File: src/design/dsse_pkg.sv
// ----------------------------------------------------------------------------
// dsse_pkg
// Shared types and constants for the descending shaker sort engine: the word
// width, the broadcast control that drives the row of sorting cells, and
// the controller states.
// ----------------------------------------------------------------------------
package dsse_pkg;

	localparam int DATA_W = 32;

	// control broadcast from the controller to every cell of the row
	typedef struct packed {
		logic                     load;   // insert the broadcast word
		logic                     shift;  // move every word one cell to the left
		logic signed [DATA_W-1:0] value;  // word being inserted
	} dsse_ctrl_t;

	typedef enum logic {
		ST_FILL,
		ST_DRAIN
	} dsse_state_t;

endpackage

File: src/design/dsse_cell.sv
// ----------------------------------------------------------------------------
// dsse_cell
// One cell of the sorting row. Holds one word; the row keeps its occupied
// cells in descending order. On insert a cell keeps its word, takes the new
// word or takes its left neighbour's word; on drain it takes its right
// neighbour's word.
// ----------------------------------------------------------------------------
module dsse_cell
	import dsse_pkg::*;
(
	input  logic                     clk,
	input  dsse_ctrl_t               ctrl,
	input  logic                     occupied,
	input  logic                     left_gt,
	input  logic signed [DATA_W-1:0] left_value,
	input  logic signed [DATA_W-1:0] right_value,
	output logic                     gt,
	output logic signed [DATA_W-1:0] value
);

	logic signed [DATA_W-1:0] value_q;

	// an empty cell behaves as minus infinity
	assign gt    = !occupied || (ctrl.value > value_q);
	assign value = value_q;

	always_ff @(posedge clk) begin
		if (ctrl.load) begin
			if (left_gt) begin
				value_q <= left_value;
			end else if (gt) begin
				value_q <= ctrl.value;
			end
		end else if (ctrl.shift) begin
			value_q <= right_value;
		end
	end

endmodule

File: src/design/descending_shaker_sort_engine.sv
// ----------------------------------------------------------------------------
// descending_shaker_sort_engine
// Collects signed words into a row of MAX_ELEMENTS sorting cells, then emits
// them largest first, end_of_run marking the smallest.
// ----------------------------------------------------------------------------
// Each word is inserted into its ordered place in the row in the cycle it is
// accepted, so loading runs at one word per cycle with busy low. Words beyond
// MAX_ELEMENTS are dropped. A word with is_last set closes the set: from the
// next cycle the row shifts one word per cycle towards cell 0, and busy stays
// high until every word held has been shifted out. Results come out of an
// output register fed from cell 0, one per cycle, each flagged by
// result_valid for exactly one cycle; the receiver cannot hold them off, and
// a new set may start as soon as busy falls.
module descending_shaker_sort_engine
	import dsse_pkg::*;
#(
	parameter int MAX_ELEMENTS = 32
) (
	input  logic                     clk,
	input  logic                     arst_n,
	input  logic                     start,
	output logic                     busy,
	input  logic signed [DATA_W-1:0] value,
	input  logic                     is_last,
	output logic                     result_valid,
	output logic signed [DATA_W-1:0] sorted_value,
	output logic                     end_of_run
);

	localparam int CNT_W = $clog2(MAX_ELEMENTS + 1);

	dsse_state_t state_q, state_d;
	logic [CNT_W-1:0] count_q, count_d;
	logic             accept;
	logic             room;
	dsse_ctrl_t       ctrl;

	logic                     occ   [MAX_ELEMENTS];
	logic                     gt    [MAX_ELEMENTS];
	logic signed [DATA_W-1:0] cval  [MAX_ELEMENTS];

	logic                     result_valid_q;
	logic signed [DATA_W-1:0] sorted_value_q;
	logic                     end_of_run_q;

	assign accept = start && !busy;
	assign room   = count_q < CNT_W'(MAX_ELEMENTS);

	assign ctrl.load  = accept && room;
	assign ctrl.shift = (state_q == ST_DRAIN);
	assign ctrl.value = value;

	always_ff @(posedge clk or negedge arst_n) begin
		if (!arst_n) begin
			state_q <= ST_FILL;
			count_q <= '0;
		end else begin
			state_q <= state_d;
			count_q <= count_d;
		end
	end

	always_comb begin
		state_d = state_q;
		count_d = count_q;
		busy    = 1'b0;
		unique case (state_q)
			ST_FILL: begin
				if (accept) begin
					if (room) begin
						count_d = count_q + CNT_W'(1);
					end
					if (is_last) begin
						state_d = ST_DRAIN;
					end
				end
			end
			ST_DRAIN: begin
				busy    = 1'b1;
				count_d = count_q - CNT_W'(1);
				if (count_q == CNT_W'(1)) begin
					state_d = ST_FILL;
				end
			end
			default: begin
				state_d = ST_FILL;
			end
		endcase
	end

	// the row of cells, cell 0 holding the largest word
	for (genvar i = 0; i < MAX_ELEMENTS; i++) begin : g_cell
		logic                     lgt;
		logic signed [DATA_W-1:0] lval;
		logic signed [DATA_W-1:0] rval;

		assign occ[i] = CNT_W'(i) < count_q;

		if (i == 0) begin : g_first
			assign lgt  = 1'b0;
			assign lval = '0;
		end else begin : g_mid
			assign lgt  = gt[i-1];
			assign lval = cval[i-1];
		end

		if (i == MAX_ELEMENTS - 1) begin : g_end
			assign rval = '0;
		end else begin : g_inner
			assign rval = cval[i+1];
		end

		dsse_cell u_cell (
			.clk         (clk),
			.ctrl        (ctrl),
			.occupied    (occ[i]),
			.left_gt     (lgt),
			.left_value  (lval),
			.right_value (rval),
			.gt          (gt[i]),
			.value       (cval[i])
		);
	end

	// output register, one word per drain cycle
	always_ff @(posedge clk or negedge arst_n) begin
		if (!arst_n) begin
			result_valid_q <= 1'b0;
		end else begin
			result_valid_q <= (state_q == ST_DRAIN);
		end
	end

	always_ff @(posedge clk) begin
		if (state_q == ST_DRAIN) begin
			sorted_value_q <= cval[0];
			end_of_run_q   <= (count_q == CNT_W'(1));
		end
	end

	assign result_valid = result_valid_q;
	assign sorted_value = sorted_value_q;
	assign end_of_run   = end_of_run_q;

endmodule

File: config.mk
export PLATFORM = sky130hd
export DESIGN_NAME = descending_shaker_sort_engine
export DESIGN_NICKNAME = d
export VERILOG_FILES = /design/src/design/dsse_pkg.sv /design/src/design/dsse_cell.sv /design/src/design/descending_shaker_sort_engine.sv
export SDC_FILE = /design/constraint.sdc
export NUM_CORES = 2
export LEC_CHECK = 0
export BUFFER_PORTS_ARGS = -buffer_cell sky130_fd_sc_hd__buf_2
export CORE_MARGIN = 2
export CORE_UTILIZATION = 65
export CTS_BUF_LIST = sky130_fd_sc_hd__clkbuf_4
export CTS_CLUSTER_DIAMETER = 40
export DETAILED_ROUTE_END_ITERATION = 16
export PLACE_DENSITY = 0.85
export SLEW_MARGIN = 20
export SYNTH_ARGS = -nofsm -noshare
export SYNTH_HDL_FRONTEND = slang
export SYNTH_SLANG_ARGS = --single-unit
File: constraint.sdc
create_clock -name clk -period 5.7 [get_ports clk]
set_clock_uncertainty 0.1 [all_clocks]
set_input_delay 0.285 -clock clk [delete_from_list [all_inputs] [get_ports clk]]
set_output_delay 0.285 -clock clk [all_outputs]
set_load 0.1 [all_outputs]
# Word-level counts from Yosys, hierarchy flattened
# Index checks and enable logic that the tools add are counted.
word_totals:
  ramBits: 0
  n_memories: 0
  word_cells: 376
  rom_bits: 0
  latchBits: 0
  out_inout_bits: 35
  reg_bits: 1065
classes:
  div_mod_pow: 0
  shifts: 0
  bitwise_logic: 1
  n_addsub: 2
  muxes: 135
  eq_ne: 35
  n_reduce_logical: 101
  n_mul: 0
  n_lt_le_gt_ge: 65
ops:
  columns: ["cell", "n"]
  rows:
  - ["$mux W32", 127]
  - ["$gt A32 B32 Y1", 32]
  - ["$lt A5 B6 Y1 const A", 16]
  - ["$ne A3 B1 Y1 const B", 31]
  - ["$reduce_and A2 Y1", 33]
  - ["$lt A4 B6 Y1 const A", 8]
  - ["$logic_not A1 Y1", 33]
  - ["$logic_or A1 B1 Y1", 32]
  - ["$lt A3 B6 Y1 const A", 4]
  - ["$lt A1 B6 Y1 const A", 2]
  - ["$lt A2 B6 Y1 const A", 2]
  - ["$mux W6", 2]
  - ["$pmux W6 S2", 1]
  - ["$add A6 B1 Y6 const B", 1]
  - ["$eq A6 B1 Y1 const B", 1]
  - ["$lt A6 B6 Y1 const B", 1]
  - ["$sub A6 B1 Y6 const B", 1]
  - ["$mux W1", 4]
  - ["$ne A2 B2 Y1 const B", 2]
  - ["$logic_and A1 B1 Y1", 2]
  - ["$ne A2 B1 Y1 const B", 1]
  - ["$pmux W1 S2", 1]
  - ["$reduce_bool A2 Y1", 1]
  - ["$not A1 Y1", 1]

# Longest topological paths before layout
depth:
  word_depth: 6
  ltp_mapped: 13
  depth_no_buf: 10

# By module
# Synthesis repeated with hierarchy kept, for this count alone.
hier_totals:
  hier_cells: 8727
  area_unflattened_um2: 82195.1
by_module_without_submodules:
  columns: ["module", "area_per_inst_um2", "instances", "seq_area_each_um2", "cells_per_inst"]
  rows:
  - ["dsse_cell (g_cell[0].u_cell ...)", 2514.9, 31, 960.9, 269]
  - ["dsse_cell (g_cell[21].u_cell)", 2487.4, 1, 960.9, 260]
  - ["descending_shaker_sort_engine", 1745.4, 1, 1191.1, 128]

# Worst setup path before layout
# OpenSTA, ideal clock, no wires.
synth_path:
  path_type: "input port to flip-flop"
  from: "input port value[0]"
  to: "register g_cell[8].u_cell.value_q[0] (enable)"
  path_stages: 12
  slack_ns: -0.014
  required_ns: 5.134
  arrival_time_ns: 5.148
  path_cell_list: "clkbuf_1 inv_1 ha_1 nor2b_1 o211ai_1 a2111o_1 o211ai_1 a2111oi_0 a211oi_1 clkbuf_1 nor3_1 o21ai_0"
synth_between:
  elab_chain_cells: 4
  elab_cells_between_ends: 6
  cone_classes: "2 x order compare; 1 x eq/ne; 3 x reduce/logical"
synth_rtl:
  columns: ["item", "line_no", "rtl"]
  rows:
  - ["start: declaration", "descending_shaker_sort_engine.sv:23", "input logic signed [DATA_W-1:0] value,"]
  - ["$gt A32 B32 Y1", "dsse_cell.sv:24", "assign gt = !occupied || (ctrl.value > value_q);"]
  - ["$logic_or A1 B1 Y1", "dsse_cell.sv:24", null]
  - ["$ne A3 B1 Y1 (no line) *", null, null]
  - ["$reduce_and A2 Y1 (no line) *", null, null]
  - ["end signal: assignment", "dsse_cell.sv:30", "value_q <= left_value;"]
  - ["end signal: assignment", "dsse_cell.sv:32", "value_q <= ctrl.value;"]
  - ["end signal: assignment", "dsse_cell.sv:35", "value_q <= right_value;"]
  - ["end: declaration", "dsse_cell.sv:21", "logic signed [DATA_W-1:0] value_q;"]
# Mark *: on every way between the ends. The rest lies on a longest branch, timed or not.
# A chain may end at the register's enable or synchronous reset.

# Worst setup path after layout
layout_path:
  from: "input port value[26]"
  to: "register g_cell[14].u_cell.value_q[24] (enable)"
layout_between:
  elab_chain_cells: 4
  elab_cells_between_ends: 6
  cone_classes: "2 x order compare; 1 x eq/ne; 3 x reduce/logical"
layout_rtl:
  columns: ["item", "line_no"]
  rows:
  - ["$gt A32 B32 Y1", "dsse_cell.sv:24"]
  - ["$logic_or A1 B1 Y1", "dsse_cell.sv:24"]
  - ["$ne A3 B1 Y1 (no line) *", null]
  - ["$reduce_and A2 Y1 (no line) *", null]
  - ["end signal: assignment", "dsse_cell.sv:30"]
  - ["end signal: assignment", "dsse_cell.sv:32"]
  - ["end signal: assignment", "dsse_cell.sv:35"]
  - ["end: declaration", "dsse_cell.sv:21"]
# Marked as above.

==> impl_metrics.env <==
export IMPL_status="finished, final reports clean"
export IMPL_drv_slew=0
export IMPL_post_cts_buffers=0
export IMPL_synth_cells=7617
export IMPL_start_kind="input pin"
export IMPL_dieArea_sq_um=118000
export IMPL_place_congestion=1.02
export IMPL_vias_per_cell=7.29
export IMPL_rsz0062_at_grt="no"
export IMPL_hold_ws_ns=0.254
export IMPL_holdBufCountCts=40
export IMPL_worst_path_buf_inv=5
export IMPL_slowest_delay_ns=0.86
export IMPL_peakVddDrop_mv=0.685
export IMPL_clock_power_share_pct=14.7
export IMPL_critPathSlowestCell="nor4_1"
export IMPL_yosys_warnings=0
export IMPL_drt_wl_total_mm=266
export IMPL_drive_above_1_share_pct=10.3
export IMPL_grt_start_max_net_pins=202
export IMPL_drt_iter0_markers=12100
export IMPL_finalSetupViolCount=0
export IMPL_syn_area_per_cell_sq_um=9.88
export IMPL_cts_root_buf="clkbuf_4"
export IMPL_power_frac_seq_pct=36.0
export IMPL_crit_path_cell_trace="dlygate4sd3_1, buf_2, buf_4, ha_1, nand4_1, nor4_1, o311a_1, o21ai_0, o211ai_1, buf_4, o21ai_0, nand2_1, buf_4"
export IMPL_cts_sinks=1065
export IMPL_dr_total_vias=69100
export IMPL_setup_tns_ns=0
export IMPL_fmax_ghz=0.224
export IMPL_switchingPower_mw=23.3
export IMPL_hold_path_class="in -> reg"
export IMPL_powerDensity_nw_per_um2=608
export IMPL_tightestPinTransition_ns=1.26
export IMPL_io_pins=71
export IMPL_synth_edf_count=1057
export IMPL_cts_buffers=316
export IMPL_cp_max_fo=64
export IMPL_drtAntennaViolNets=0
export IMPL_switching_share_pct=46.8
export IMPL_synthFlopType="edfxtp_1"
export IMPL_drc=0
export IMPL_ys_types=66
export IMPL_first_pass_iters=9
export IMPL_nFillCells=8319
export IMPL_fin_crit_sh_pct=78.2
export IMPL_wire_per_inst_microns=28.1
export IMPL_synth_area_sq_um=75200
export IMPL_finalHoldViolCount=0
export IMPL_fin_nets=8772
export IMPL_synth_seq_cells=1065
export IMPL_cp_arrival_ns=5.17
export IMPL_h_tree_depth=5
export IMPL_row_count=124
export IMPL_p_comb_share_pct=49.3
export IMPL_path_class="in -> reg"
export IMPL_cts_path_max_buffers=4
export IMPL_area_growth_syn_to_layout_pct=8.87
export IMPL_critPathTopFamily="buffers and inverters"
export IMPL_initial_core_util_pct=65.7
export IMPL_slew_headroom_pct=15.8
export IMPL_leakage_nw=34.6
export IMPL_async_flop_share_pct=0.751
export IMPL_clkTransAtPathRegs_ns=0.06
export IMPL_max_cap_violations=0
export IMPL_fp_dieH_microns=344
export IMPL_grt_pass1_vias=65000
export IMPL_synth_fp_nets=8648
export IMPL_cts_tree="done"
export IMPL_critPathMostFrequentCell="buf_4"
export IMPL_cts_resized=0
export IMPL_power_internal_mw=26.5
export IMPL_grt_usage_pct=44.2
export IMPL_port_buffers=70
export IMPL_cp_required_ns=6.42
export IMPL_clk_latency_ns=1.26
export IMPL_antenna_found_initial=15
export IMPL_grt_overflow=0
export IMPL_crit_path_end_kind="register"
export IMPL_ys_seq_area_share_pct=42.5
export IMPL_die_w_microns=344
export IMPL_period_minus_slack_ns=4.46
export IMPL_dp_hpwl_mm=187
export IMPL_grt_pass1_wl_mm=394
export IMPL_coreArea_sq_um=115000
==> registers in the layout, indices dropped and copies added (netlist names) <==
register,count
result_valid,1
sorted_value,32
end_of_run,1
state_q,1
g_cell.u_cell.value,1024
count_q,6
==> kinds of logic (layout without fill, tap and decap cells) <==
kind of cell / Yosys count / count (layout) / synth area share (%)
AO/OA/AOI/OAI: 1982 / 1982 / 18.5
XOR/XNOR: 5 / 5 / 0.0582
adder cells (fa/ha/maj): 995 / 995 / 16.5
buffers and inverters: 1577 / 1905 / 7.99
flip-flops: 1065 / 1065 / 42.5
multiplexers: 216 / 216 / 2.87
other: 0 / 13 / 0
AND/OR/NAND/NOR: 1777 / 1777 / 11.6
==> worst paths after layout <==
| kind | from | to | slack [ns] | cells after the start |
|---|---|---|---|---|
| max in group asynchronous | arst_n | count_q[3] | 4.52 | 4 |
| max | value[26] | g_cell[14].u_cell.value[24] | 1.24 | 13 |
| max reg2reg | count_q[3] | g_cell[16].u_cell.value[9] | 1.34 | 9 |
| min | value[12] | g_cell[31].u_cell.value[12] | 0.25 | 4 |
| min reg2reg | g_cell[0].u_cell.value[29] | sorted_value[29] | 0.38 | 0 |
| min in group asynchronous | arst_n | result_valid | 0.55 | 4 |
==> power by group through the flow <==
stage          sequential (mW)  combinational (mW)  clock, mW
6_report                  17.9                24.6       7.31
5_1_grt                   18.1                26.6       7.66
4_1_cts                   17.5                23.7       7.28
3_5_place_dp              17.6                23.5          0
3_3_place_gp              17.5                22.5          0
2_1_floorplan             17.0                16.5          0
==> per-layer routing <==
metal	part of all wire (%)	GRT usage, %	vias up
li1	-	-	29600
met1	35	59.3	32100
met2	39	59.6	6211
met3	18	15.2	1199
met4	7.9	31.3	20
met5	0.049	0	-
==> layout by cell type (no fill, tap or decap), types with 34 or more instances in the layout <==
master / synthesis / routed
o211ai_1: 60 / 60
o221ai_1: 744 / 744
nor4_1: 39 / 39
a21oi_1: 579 / 578
nor2_1: 226 / 216
nand2_1: 304 / 298
mux2i_1: 216 / 216
a21boi_0: 42 / 42
o21a_1: 34 / 34
nand3_1: 873 / 867
nand4_1: 232 / 232
buf_4: 3 / 204
a21o_1: 56 / 56
o21ai_1: 36 / 36
clkbuf_4: 0 / 457
clkinv_1: 0 / 48
dlygate4sd3_1: 0 / 40
edfxtp_1: 1057 / 1057
o21ai_0: 226 / 224
buf_2: 24 / 70
ha_1: 995 / 995
inv_1: 1042 / 1040
==> final cells by class <==
cell class / instances / area, sq um / area share, %
clock inverters: 65 / 350 / 0.428
flip-flops and latches: 1065 / 31900 / 39.0
multi-input cells: 4975 / 37500 / 45.8
clock buffers: 457 / 3430 / 4.19
diodes: 13 / 32.5 / 0.0397
well taps: 1512 / 1890 / 2.31
inverters: 1042 / 3910 / 4.78
repair buffers: 341 / 2820 / 3.45
==> worst reg2reg max path, stage by stage, from the launching register on <==
cell	delay, ns
dfrtp_1	0.65
nor2_1	0.55
nand2_1	0.40
a21oi_1	0.88
a21oi_1	0.08
o211ai_1	0.13
buf_4	0.34
o21ai_0	0.16
nand2_1	0.27
buf_4	0.42
==> metrics by stage <==
| step | area [sq um] | power, mW | utilization, % | worst slack (ns) | instances |
|---|---|---|---|---|---|
| after floorplan | 75200 | 33.5 | - | 0.0953 | 7617 |
| after global placement | 77700 | 40.0 | 67.8 | 0.970 | 8895 |
| after detailed placement | 77700 | 41.2 | 67.8 | 0.889 | 8895 |
| after CTS | 81900 | 48.6 | 71.5 | 1.58 | 9457 |
| after global routing | 81900 | 52.4 | 71.5 | 1.19 | 9464 |
| final | 81900 | 49.8 | 71.5 | 1.24 | 9470 |
==> Yosys cell counts, types with 18 or more instances <==
cell	number	share of area (%)
inv_1	1042	5.2
a21boi_0	42	0.42
a31oi_1	35	0.29
nand2_1	304	1.5
a2bb2oi_1	32	0.37
o211ai_1	60	0.60
nor2b_1	33	0.27
mux2i_1	216	2.9
a21o_1	56	0.56
nor4_1	39	0.32
o21a_1	34	0.34
nand3_1	873	5.8
o21ai_1	36	0.24
ha_1	995	17
edfxtp_1	1057	42
nor2_1	226	1.1
nand4_1	232	1.9
nor3_1	18	0.12
o221ai_1	744	8.7
o21ai_0	226	1.5
a21oi_1	579	3.9
o31a_1	24	0.28
a211oi_1	23	0.23
clkbuf_1	452	2.3
buf_2	24	0.16
buf_1	52	0.26
Note: power is estimated with default switching activity, not from simulation.
